==> src/rpn_stack_calculator_core_defines.svh <==
// assertion macros for the rpn stack calculator core
// no dependencies; included by modules that carry concurrent checks
`ifndef RPN_STACK_CALCULATOR_CORE_DEFINES_SVH
`define RPN_STACK_CALCULATOR_CORE_DEFINES_SVH
`ifndef NO_ASSERTIONS
`define RPN_ASSERT(label, clk, rst_n, prop, msg) \
    label: assert property (@(posedge clk) disable iff (!rst_n) prop) else $error(msg);
`define RPN_ASSERT_NR(label, clk, prop, msg) \
    label: assert property (@(posedge clk) prop) else $error(msg);
`else
`define RPN_ASSERT(label, clk, rst_n, prop, msg)
`define RPN_ASSERT_NR(label, clk, prop, msg)
`endif
`endif

==> src/rpn_pkg.sv <==
// shared constants for the rpn stack calculator: action and status codes,
// field widths and parameter defaults; no dependencies
`timescale 1ns / 1ps
`default_nettype none

package rpn_pkg;

    localparam int DEF_STACK_DEPTH = 16;
    localparam int DEF_VALUE_WIDTH = 32;

    localparam int ACTION_W  = 4;
    localparam int OPERAND_W = 32;
    localparam int SHOWN_W   = 32;
    localparam int STATUS_W  = 2;

    typedef logic [ACTION_W-1:0] t_action;
    typedef logic [STATUS_W-1:0] t_status;

    localparam t_action ACT_PUSH = 4'd0;
    localparam t_action ACT_ADD  = 4'd1;
    localparam t_action ACT_SUB  = 4'd2;
    localparam t_action ACT_MUL  = 4'd3;
    localparam t_action ACT_DIV  = 4'd4;
    localparam t_action ACT_REM  = 4'd5;
    localparam t_action ACT_POP  = 4'd6;
    localparam t_action ACT_PEEK = 4'd7;
    localparam t_action ACT_DUP  = 4'd8;

    localparam t_status ST_OK      = 2'd0;
    localparam t_status ST_UNDER   = 2'd1;
    localparam t_status ST_OVER    = 2'd2;
    localparam t_status ST_DIVZERO = 2'd3;

endpackage

`default_nettype wire

==> src/rpn_stack_calculator_core.sv <==
// rpn stack calculator core: operand stack memory, sequencer and shared
// shift-add multiply / restoring divide unit; uses rpn_pkg and the defines header
//
// Reverse Polish integer calculator. One token is taken per transfer and
// processed alone; i_valid is taken only while o_stall is low. The operand
// stack is a single synchronous memory with a registered read port. Push
// writes at decode; pop/peek/dup read the top entry; the arithmetic actions
// read the top and then the second entry, and mul/div/rem then pass through
// the one-bit-per-cycle multiply/divide unit. Errors give one result.
// A finished result waits in the output register while the next token is
// taken. Unknown actions are dropped without a result.
`timescale 1ns / 1ps
`default_nettype none
`include "rpn_stack_calculator_core_defines.svh"

module rpn_stack_calculator_core #(
    parameter int STACK_DEPTH = rpn_pkg::DEF_STACK_DEPTH,
    parameter int VALUE_WIDTH = rpn_pkg::DEF_VALUE_WIDTH
) (
    input  wire                                 i_clk,
    input  wire                                 i_rst_n,
    input  wire                                 i_valid,
    output logic                                o_stall,
    input  wire  [rpn_pkg::ACTION_W-1:0]        i_action,
    input  wire  signed [rpn_pkg::OPERAND_W-1:0] i_operand,
    output logic                                o_valid,
    input  wire                                 i_stall,
    output logic signed [rpn_pkg::SHOWN_W-1:0]  o_shown_value,
    output logic [rpn_pkg::STATUS_W-1:0]        o_status
);

    localparam int W  = VALUE_WIDTH;
    localparam int AW = $clog2(STACK_DEPTH);
    localparam int FW = $clog2(STACK_DEPTH + 1);
    localparam int CW = $clog2(VALUE_WIDTH + 1);

    localparam logic [2:0] S_IDLE   = 3'd0;
    localparam logic [2:0] S_DECODE = 3'd1;
    localparam logic [2:0] S_RD1    = 3'd2;
    localparam logic [2:0] S_RD2    = 3'd3;
    localparam logic [2:0] S_MUL    = 3'd4;
    localparam logic [2:0] S_DIV    = 3'd5;
    localparam logic [2:0] S_WB     = 3'd6;
    localparam logic [2:0] S_EMIT   = 3'd7;

    logic [W-1:0] r_mem [STACK_DEPTH];
    logic [W-1:0] r_rd_data;

    logic [2:0]             r_state, n_state;
    logic [FW-1:0]          r_fill, n_fill;
    rpn_pkg::t_action       r_act, n_act;
    logic [W-1:0]           r_opnd, n_opnd;
    logic [W-1:0]           r_a, n_a;
    logic [W-1:0]           r_b, n_b;
    logic [W-1:0]           r_res, n_res;
    rpn_pkg::t_status       r_res_status, n_res_status;
    logic                   r_neg_q, n_neg_q;
    logic                   r_neg_r, n_neg_r;
    logic [CW-1:0]          r_cnt, n_cnt;
    logic                   r_out_valid;
    logic [rpn_pkg::SHOWN_W-1:0] r_out_value;
    rpn_pkg::t_status       r_out_status;

    logic                   w_accept;
    logic                   w_out_load;
    logic                   w_we, w_re;
    logic [AW-1:0]          w_waddr, w_raddr;
    logic [W-1:0]           w_wdata;
    logic [FW-1:0]          w_fill_m1, w_fill_m2;
    logic                   w_full;
    logic [63:0]            w_op_ext;
    logic [63:0]            w_res_ext;
    logic [W:0]             w_div_shift, w_div_diff;
    logic                   w_div_ge;
    logic [W-1:0]           w_mul_sum;
    logic [W-1:0]           w_wb_val;

    assign w_accept   = i_valid && !o_stall;
    assign o_stall    = (r_state != S_IDLE);
    assign w_out_load = (r_state == S_EMIT) && (!r_out_valid || !i_stall);
    assign w_fill_m1  = r_fill - FW'(1);
    assign w_fill_m2  = r_fill - FW'(2);
    assign w_full     = (r_fill >= FW'(STACK_DEPTH));
    assign w_op_ext   = 64'(i_operand);
    assign w_res_ext  = 64'(signed'(r_res));

    // restoring divide step: r_a shifts the dividend out and the quotient in
    assign w_div_shift = {r_res, r_a[W-1]};
    assign w_div_diff  = w_div_shift - {1'b0, r_b};
    assign w_div_ge    = !w_div_diff[W];

    assign w_mul_sum = r_res + (r_b[0] ? r_a : {W{1'b0}});

    always_comb begin
        case (r_act)
            rpn_pkg::ACT_DIV: w_wb_val = r_neg_q ? ({W{1'b0}} - r_a) : r_a;
            rpn_pkg::ACT_REM: w_wb_val = r_neg_r ? ({W{1'b0}} - r_res) : r_res;
            default:          w_wb_val = r_res;
        endcase
    end

    always_comb begin
        n_state      = r_state;
        n_fill       = r_fill;
        n_act        = r_act;
        n_opnd       = r_opnd;
        n_a          = r_a;
        n_b          = r_b;
        n_res        = r_res;
        n_res_status = r_res_status;
        n_neg_q      = r_neg_q;
        n_neg_r      = r_neg_r;
        n_cnt        = r_cnt;
        w_we         = 1'b0;
        w_waddr      = r_fill[AW-1:0];
        w_wdata      = r_opnd;
        w_re         = 1'b0;
        w_raddr      = w_fill_m1[AW-1:0];

        case (r_state)
            S_IDLE: begin
                if (w_accept) begin
                    n_act   = i_action;
                    n_opnd  = w_op_ext[W-1:0];
                    n_state = S_DECODE;
                end
            end
            S_DECODE: begin
                n_res        = {W{1'b0}};
                n_res_status = rpn_pkg::ST_OK;
                case (r_act)
                    rpn_pkg::ACT_PUSH: begin
                        if (w_full) begin
                            n_res_status = rpn_pkg::ST_OVER;
                            n_state      = S_EMIT;
                        end else begin
                            w_we    = 1'b1;
                            n_fill  = r_fill + FW'(1);
                            n_state = S_IDLE;
                        end
                    end
                    rpn_pkg::ACT_ADD, rpn_pkg::ACT_SUB, rpn_pkg::ACT_MUL,
                    rpn_pkg::ACT_DIV, rpn_pkg::ACT_REM: begin
                        if (r_fill < FW'(2)) begin
                            n_res_status = rpn_pkg::ST_UNDER;
                            n_state      = S_EMIT;
                        end else begin
                            w_re    = 1'b1;
                            n_state = S_RD1;
                        end
                    end
                    rpn_pkg::ACT_POP, rpn_pkg::ACT_PEEK: begin
                        if (r_fill == '0) begin
                            n_res_status = rpn_pkg::ST_UNDER;
                            n_state      = S_EMIT;
                        end else begin
                            w_re    = 1'b1;
                            n_state = S_RD1;
                        end
                    end
                    rpn_pkg::ACT_DUP: begin
                        if (r_fill == '0) begin
                            n_res_status = rpn_pkg::ST_UNDER;
                            n_state      = S_EMIT;
                        end else if (w_full) begin
                            n_res_status = rpn_pkg::ST_OVER;
                            n_state      = S_EMIT;
                        end else begin
                            w_re    = 1'b1;
                            n_state = S_RD1;
                        end
                    end
                    default: n_state = S_IDLE;
                endcase
            end
            S_RD1: begin
                // top of stack is in r_rd_data
                n_b = r_rd_data;
                case (r_act)
                    rpn_pkg::ACT_POP: begin
                        n_res   = r_rd_data;
                        n_fill  = w_fill_m1;
                        n_state = S_EMIT;
                    end
                    rpn_pkg::ACT_PEEK: begin
                        n_res   = r_rd_data;
                        n_state = S_EMIT;
                    end
                    rpn_pkg::ACT_DUP: begin
                        w_we    = 1'b1;
                        w_wdata = r_rd_data;
                        n_fill  = r_fill + FW'(1);
                        n_state = S_IDLE;
                    end
                    default: begin
                        w_re    = 1'b1;
                        w_raddr = w_fill_m2[AW-1:0];
                        n_state = S_RD2;
                    end
                endcase
            end
            S_RD2: begin
                // second entry is in r_rd_data, top in r_b
                n_cnt = CW'(VALUE_WIDTH);
                case (r_act)
                    rpn_pkg::ACT_ADD: begin
                        n_res   = r_rd_data + r_b;
                        n_state = S_WB;
                    end
                    rpn_pkg::ACT_SUB: begin
                        n_res   = r_rd_data - r_b;
                        n_state = S_WB;
                    end
                    rpn_pkg::ACT_MUL: begin
                        n_a     = r_rd_data;
                        n_res   = {W{1'b0}};
                        n_state = S_MUL;
                    end
                    default: begin
                        if (r_b == '0) begin
                            n_res        = {W{1'b0}};
                            n_res_status = rpn_pkg::ST_DIVZERO;
                            n_state      = S_EMIT;
                        end else begin
                            n_a     = r_rd_data[W-1] ? ({W{1'b0}} - r_rd_data) : r_rd_data;
                            n_b     = r_b[W-1] ? ({W{1'b0}} - r_b) : r_b;
                            n_neg_q = r_rd_data[W-1] ^ r_b[W-1];
                            n_neg_r = r_rd_data[W-1];
                            n_res   = {W{1'b0}};
                            n_state = S_DIV;
                        end
                    end
                endcase
            end
            S_MUL: begin
                n_res = w_mul_sum;
                n_a   = {r_a[W-2:0], 1'b0};
                n_b   = {1'b0, r_b[W-1:1]};
                n_cnt = r_cnt - CW'(1);
                if (r_cnt == CW'(1)) begin
                    n_state = S_WB;
                end
            end
            S_DIV: begin
                n_res = w_div_ge ? w_div_diff[W-1:0] : w_div_shift[W-1:0];
                n_a   = {r_a[W-2:0], w_div_ge};
                n_cnt = r_cnt - CW'(1);
                if (r_cnt == CW'(1)) begin
                    n_state = S_WB;
                end
            end
            S_WB: begin
                w_we    = 1'b1;
                w_waddr = w_fill_m2[AW-1:0];
                w_wdata = w_wb_val;
                n_fill  = w_fill_m1;
                n_state = S_IDLE;
            end
            S_EMIT: begin
                if (w_out_load) begin
                    n_state = S_IDLE;
                end
            end
            default: n_state = S_IDLE;
        endcase
    end

    // stack memory: one write and one registered read port
    always_ff @(posedge i_clk) begin
        if (w_we) begin
            r_mem[w_waddr] <= w_wdata;
        end
        if (w_re) begin
            r_rd_data <= r_mem[w_raddr];
        end
    end

    always_ff @(posedge i_clk) begin
        if (!i_rst_n) begin
            r_state     <= S_IDLE;
            r_fill      <= '0;
            r_out_valid <= 1'b0;
        end else begin
            r_state <= n_state;
            r_fill  <= n_fill;
            if (w_out_load) begin
                r_out_valid <= 1'b1;
            end else if (!i_stall) begin
                r_out_valid <= 1'b0;
            end
        end
    end

    always_ff @(posedge i_clk) begin
        r_act        <= n_act;
        r_opnd       <= n_opnd;
        r_a          <= n_a;
        r_b          <= n_b;
        r_res        <= n_res;
        r_res_status <= n_res_status;
        r_neg_q      <= n_neg_q;
        r_neg_r      <= n_neg_r;
        r_cnt        <= n_cnt;
        if (w_out_load) begin
            r_out_value  <= w_res_ext[rpn_pkg::SHOWN_W-1:0];
            r_out_status <= r_res_status;
        end
    end

    assign o_valid       = r_out_valid;
    assign o_shown_value = signed'(r_out_value);
    assign o_status      = r_out_status;

    `RPN_ASSERT(a_fill_bound, i_clk, i_rst_n, r_fill <= FW'(STACK_DEPTH), "stack fill beyond depth")
    `RPN_ASSERT(a_err_zero, i_clk, i_rst_n, (o_valid && (o_status != rpn_pkg::ST_OK)) |-> (o_shown_value == '0), "error result with nonzero value")
    `RPN_ASSERT(a_push_fill, i_clk, i_rst_n, (r_state == S_DECODE && r_act == rpn_pkg::ACT_PUSH && !w_full) |=> (r_fill == $past(r_fill) + FW'(1)), "push did not grow the stack")
    `RPN_ASSERT(a_iter_cnt, i_clk, i_rst_n, (r_state == S_MUL || r_state == S_DIV) |-> (r_cnt != '0), "iterative unit ran past its count")

endmodule

`default_nettype wire

==> config.mk <==
export PLATFORM = sky130hd
export DESIGN_NAME = rpn_stack_calculator_core
export DESIGN_NICKNAME = d
export VERILOG_FILES = /design/src/rpn_pkg.sv /design/src/rpn_stack_calculator_core.sv
export VERILOG_INCLUDE_DIRS = /design/src /design/src/src
export SDC_FILE = /design/constraint.sdc
export NUM_CORES = 1
export LEC_CHECK = 0
export BUFFER_PORTS_ARGS = -buffer_cell sky130_fd_sc_hd__buf_4
export CAP_MARGIN = 15
export CORE_ASPECT_RATIO = 1.4
export CORE_UTILIZATION = 45
export CTS_CLUSTER_DIAMETER = 120
export DETAILED_ROUTE_END_ITERATION = 10
export SETUP_SLACK_MARGIN = 0.3
export SLEW_MARGIN = 25
export SYNTH_ARGS = -nofsm -noshare
export SYNTH_HDL_FRONTEND = slang
export SYNTH_SLANG_ARGS = --single-unit
==> constraint.sdc <==
create_clock -name i_clk -period 4.32 [get_ports i_clk]
set_input_delay 0.864 -clock i_clk [delete_from_list [all_inputs] [get_ports i_clk]]
set_output_delay 0.864 -clock i_clk [all_outputs]
set_load 0.03 [all_outputs]
==> results.py <==
metrics = {
    "timing": {
        "slew_headroom_pct": 21.5,
        "post-route-min-period_ns": 4.39,
        "finalCritPeriodShare_pct": 102,
        "fin_ws_ns": -0.0665,
        "skew_ns": 0.0378,
        "fmaxAchievable_mhz": 228,
        "tightest_slew_ns": 1.18,
        "finalSetupTns_ns": -0.0826,
        "rsz0062_at_grt": "true",
        "hold-worst-slack_ns": 0.382,
        "final-setup-viol-count": 3,
        "hold_violations": 0,
        "slew_viol_final": 0,
    },
    "hold_path": {
        "min_path_type": "in2reg",
    },
    "job": {
        "cap_violations": 0,
    },
    "final_layout": {
        "finalNonFillerCells": 4312,
        "drive_above_1_share_pct": 23.6,
        "syn2layout_area_growth_pct": 19.3,
        "design_area_um2": 45100,
        "nets": 3328,
        "fill_cells": 6843,
    },
    "synth": {
        "ys_top_cells_by_area": "edfxtp_1, mux4_2, ha_1, xnor2_1, o21ai_0",
        "synth_top_area_cell": "edfxtp_1",
        "synthTopCellsByCount": "edfxtp_1, nand2_1, o21ai_0",
        "synth_top_area_share_pct": 57.2,
        "yosys_register_bits": 729,
        "yosysWarnings": 0,
        "ys_seq_area_share_pct": 57.6,
        "avgSynthCellArea_um2": 13.1,
        "synth_nets": 3045,
        "synth-edff-count": 720,
        "synth_area_um2": 37800,
        "ys.flop_type": "edfxtp_1",
        "synthCells": 2893,
        "synth-async-reset-ratio_pct": 0,
        "synthDistinctLibCells": 82,
        "yosysMostFrequentCell": "edfxtp_1",
    },
    "critical_path": {
        "reg2reg_depth": 16,
        "cp.required_ns": 4.74,
        "start_kind": "register",
        "r2r_end": "r_res[30]",
        "endpoint": "r_res[30]",
        "endpoint_kind": "register",
        "worstReg2RegStart": "r_b[0]",
        "worst-path-max-fanout": 6,
        "crit_arrival_ns": 4.80,
        "ff2ff_setup_slack_ns": -0.07,
        "crit_start": "r_b[0]",
        "crit_type": "reg2reg",
    },
    "routing": {
        "drtAntennaViolNets": 0,
        "drc": 28,
        "num_vias": 26400,
        "drt_iter0_drc": 2303,
        "wl_per_cell_um": 26.0,
        "post_drt_via_cell_ratio": 6.11,
        "drt_wl_total_um": 112000,
        "drtPass1Iterations": 8,
    },
    "placement": {
        "place_area_um2": 41500,
        "gp_congestion": 0.943,
        "dp_hpwl_um": 74900,
        "port_buffers": 75,
        "place_inst": 4122,
    },
    "global_routing": {
        "grt_pass1_wl_um": 165000,
        "grt_usage_pct": 26.1,
        "grt_overflow": 0,
        "grt_max_degree": 64,
        "grt_pass1_vias": 26400,
        "antenna_found_initial": 2,
    },
    "clocking": {
        "cts_sinks": 729,
        "numCtsBuffers": 73,
        "cts_tree": "done",
        "cts_buffer_depth": 3,
        "cts_root_buf": "clkbuf_16",
        "htreeDepth": 3,
        "clkTransAtPathRegs_ns": 0.07,
        "clk_latency_ns": 0.66,
    },
    "outcome": {
        "status": "finished, violations left",
        "violations": "DRC, setup timing",
    },
    "pwr": {
        "ir_drop_mv": 0.265,
        "p_leak_nw": 16.1,
        "power_w": 0.0188,
        "power_density_nw_per_um2": 417,
    },
    "floorplan": {
        "die_w_um": 247,
        "ios": 76,
        "core_um2": 83000,
        "row_count": 125,
        "die_h_um": 345,
        "die_area_um2": 85200,
        "start_util_pct": 45.5,
    },
}
==> worst min path at each step <==
stage	startpoint	depth (start not counted)	end
after CTS	i_action[3]	1	r_act[3]
after global routing	i_action[3]	1	r_act[3]
final	i_action[3]	1	r_act[3]
after floorplan	r_res_status[0]	0	o_status[0]
after detailed placement	r_res_status[0]	0	o_status[0]
after global placement	r_res_status[0]	0	o_status[0]
==> metal layers <==
metal	up-vias	wire length (um)	global-route usage, %	part of all wire [%]
met5	-	0	0	0
met1	13400	44500	32.6	40
met2	878	57800	45.5	51
met3	234	5650	3.06	5.0
li1	11900	-	-	-
met4	0	4300	10.6	3.8
==> registers in the layout (all words and copies together), names as in the netlist, 2 cells and up <==
register and flops:
r_res_status 2, r_opnd 32, r_a 32, o_shown_value 32
r_state 3, r_mem 512, r_act 4, r_b 32
r_rd_data 32, r_fill 5, r_cnt 6, r_res 32
o_status 2
==> critical path, cell delays in order, from the launching register on <==
cell       delay [ns]
edfxtp_1         0.44
buf_6            0.16
buf_6            0.11
buf_6            0.12
buf_12           0.12
and2_1           0.13
ha_1             0.34
a211oi_1         0.33
o21ai_0          0.30
a31oi_1          0.41
a21oi_1          0.18
o2111ai_1        0.42
a211oi_1         0.18
o32ai_1          0.38
xor2_1           0.19
o221ai_1         0.13
a22o_1           0.22
==> placed cells by master, fill, tap and decap left out, drive strengths merged, types with 11 or more instances in the layout <==
master / netlist / layout
edfxtp: 720 / 720
mux2i: 77 / 77
or4: 11 / 11
a22oi: 50 / 50
nor2: 157 / 157
nand4: 17 / 17
xor2: 70 / 70
o21ai: 167 / 167
ha: 109 / 109
a21oi: 145 / 145
nor4: 12 / 12
a222oi: 12 / 12
clkbuf: 123 / 82
o31ai: 26 / 26
a211oi: 49 / 49
nand3: 32 / 32
and3: 30 / 30
buf: 29 / 361
and2: 44 / 44
a221oi: 33 / 33
nand2: 200 / 200
nand2b: 21 / 21
clkinv: 3 / 34
o41ai: 11 / 11
a31oi: 19 / 19
inv: 71 / 80
o211ai: 13 / 13
or3: 20 / 20
o221ai: 20 / 20
nor2b: 52 / 52
o22ai: 60 / 60
o21a: 20 / 20
mux4: 128 / 128
a21o: 48 / 48
o21bai: 14 / 14
xnor2: 140 / 140
nor3: 41 / 41
==> per-stage QoR <==
step | setup WS, ns | utilization [%]
final | -0.0665 | 54.3
after global routing | -0.249 | 54.3
after CTS | 0.0180 | 53.3
after detailed placement | -0.137 | 49.9
after global placement | -0.136 | 49.9
after floorplan | 0.0841 | -
==> logic make-up after synthesis <==
| kind of cell | synth area share, % |
|---|---|
| simple gates | 8.45 |
| flops | 57.6 |
| xor+xnor | 4.88 |
| buf+inv | 2.38 |
| compound gates | 13.1 |
| mux | 9.78 |
| fa+ha+maj | 3.77 |
==> layout make-up <==
cell class	count	area (um^2)	area share, %
clock buffers	82	1860	4.13
clock inverters	49	473	1.05
diodes	1	2.50	0.00555
flip-flops and latches	729	21800	48.3
repair buffers	361	3280	7.27
multi-input cells	1937	16000	35.6
well taps	1079	1350	2.99
inverters	74	283	0.627
==> power breakdown <==
| part | switching [W] | internal [W] | total (W) |
|---|---|---|---|
| sequential | 0.000207 | 0.00814 | 0.00835 |
| combinational | 0.00235 | 0.00179 | 0.00414 |
| clock | 0.00283 | 0.00351 | 0.00633 |
| total | 0.00539 | 0.0134 | 0.0188 |
==> repair_timing <==
item                                    CTS  global route
gates resized for setup                  38           112
buffers inserted                         14            37
hold buffers                              0             0
hold endpoints to repair                  0             0
endpoints found under the setup margin   57           150
pin swaps                                26           108
gates cloned                              4             0
No activity file was read; power rests on OpenSTA's default activity.
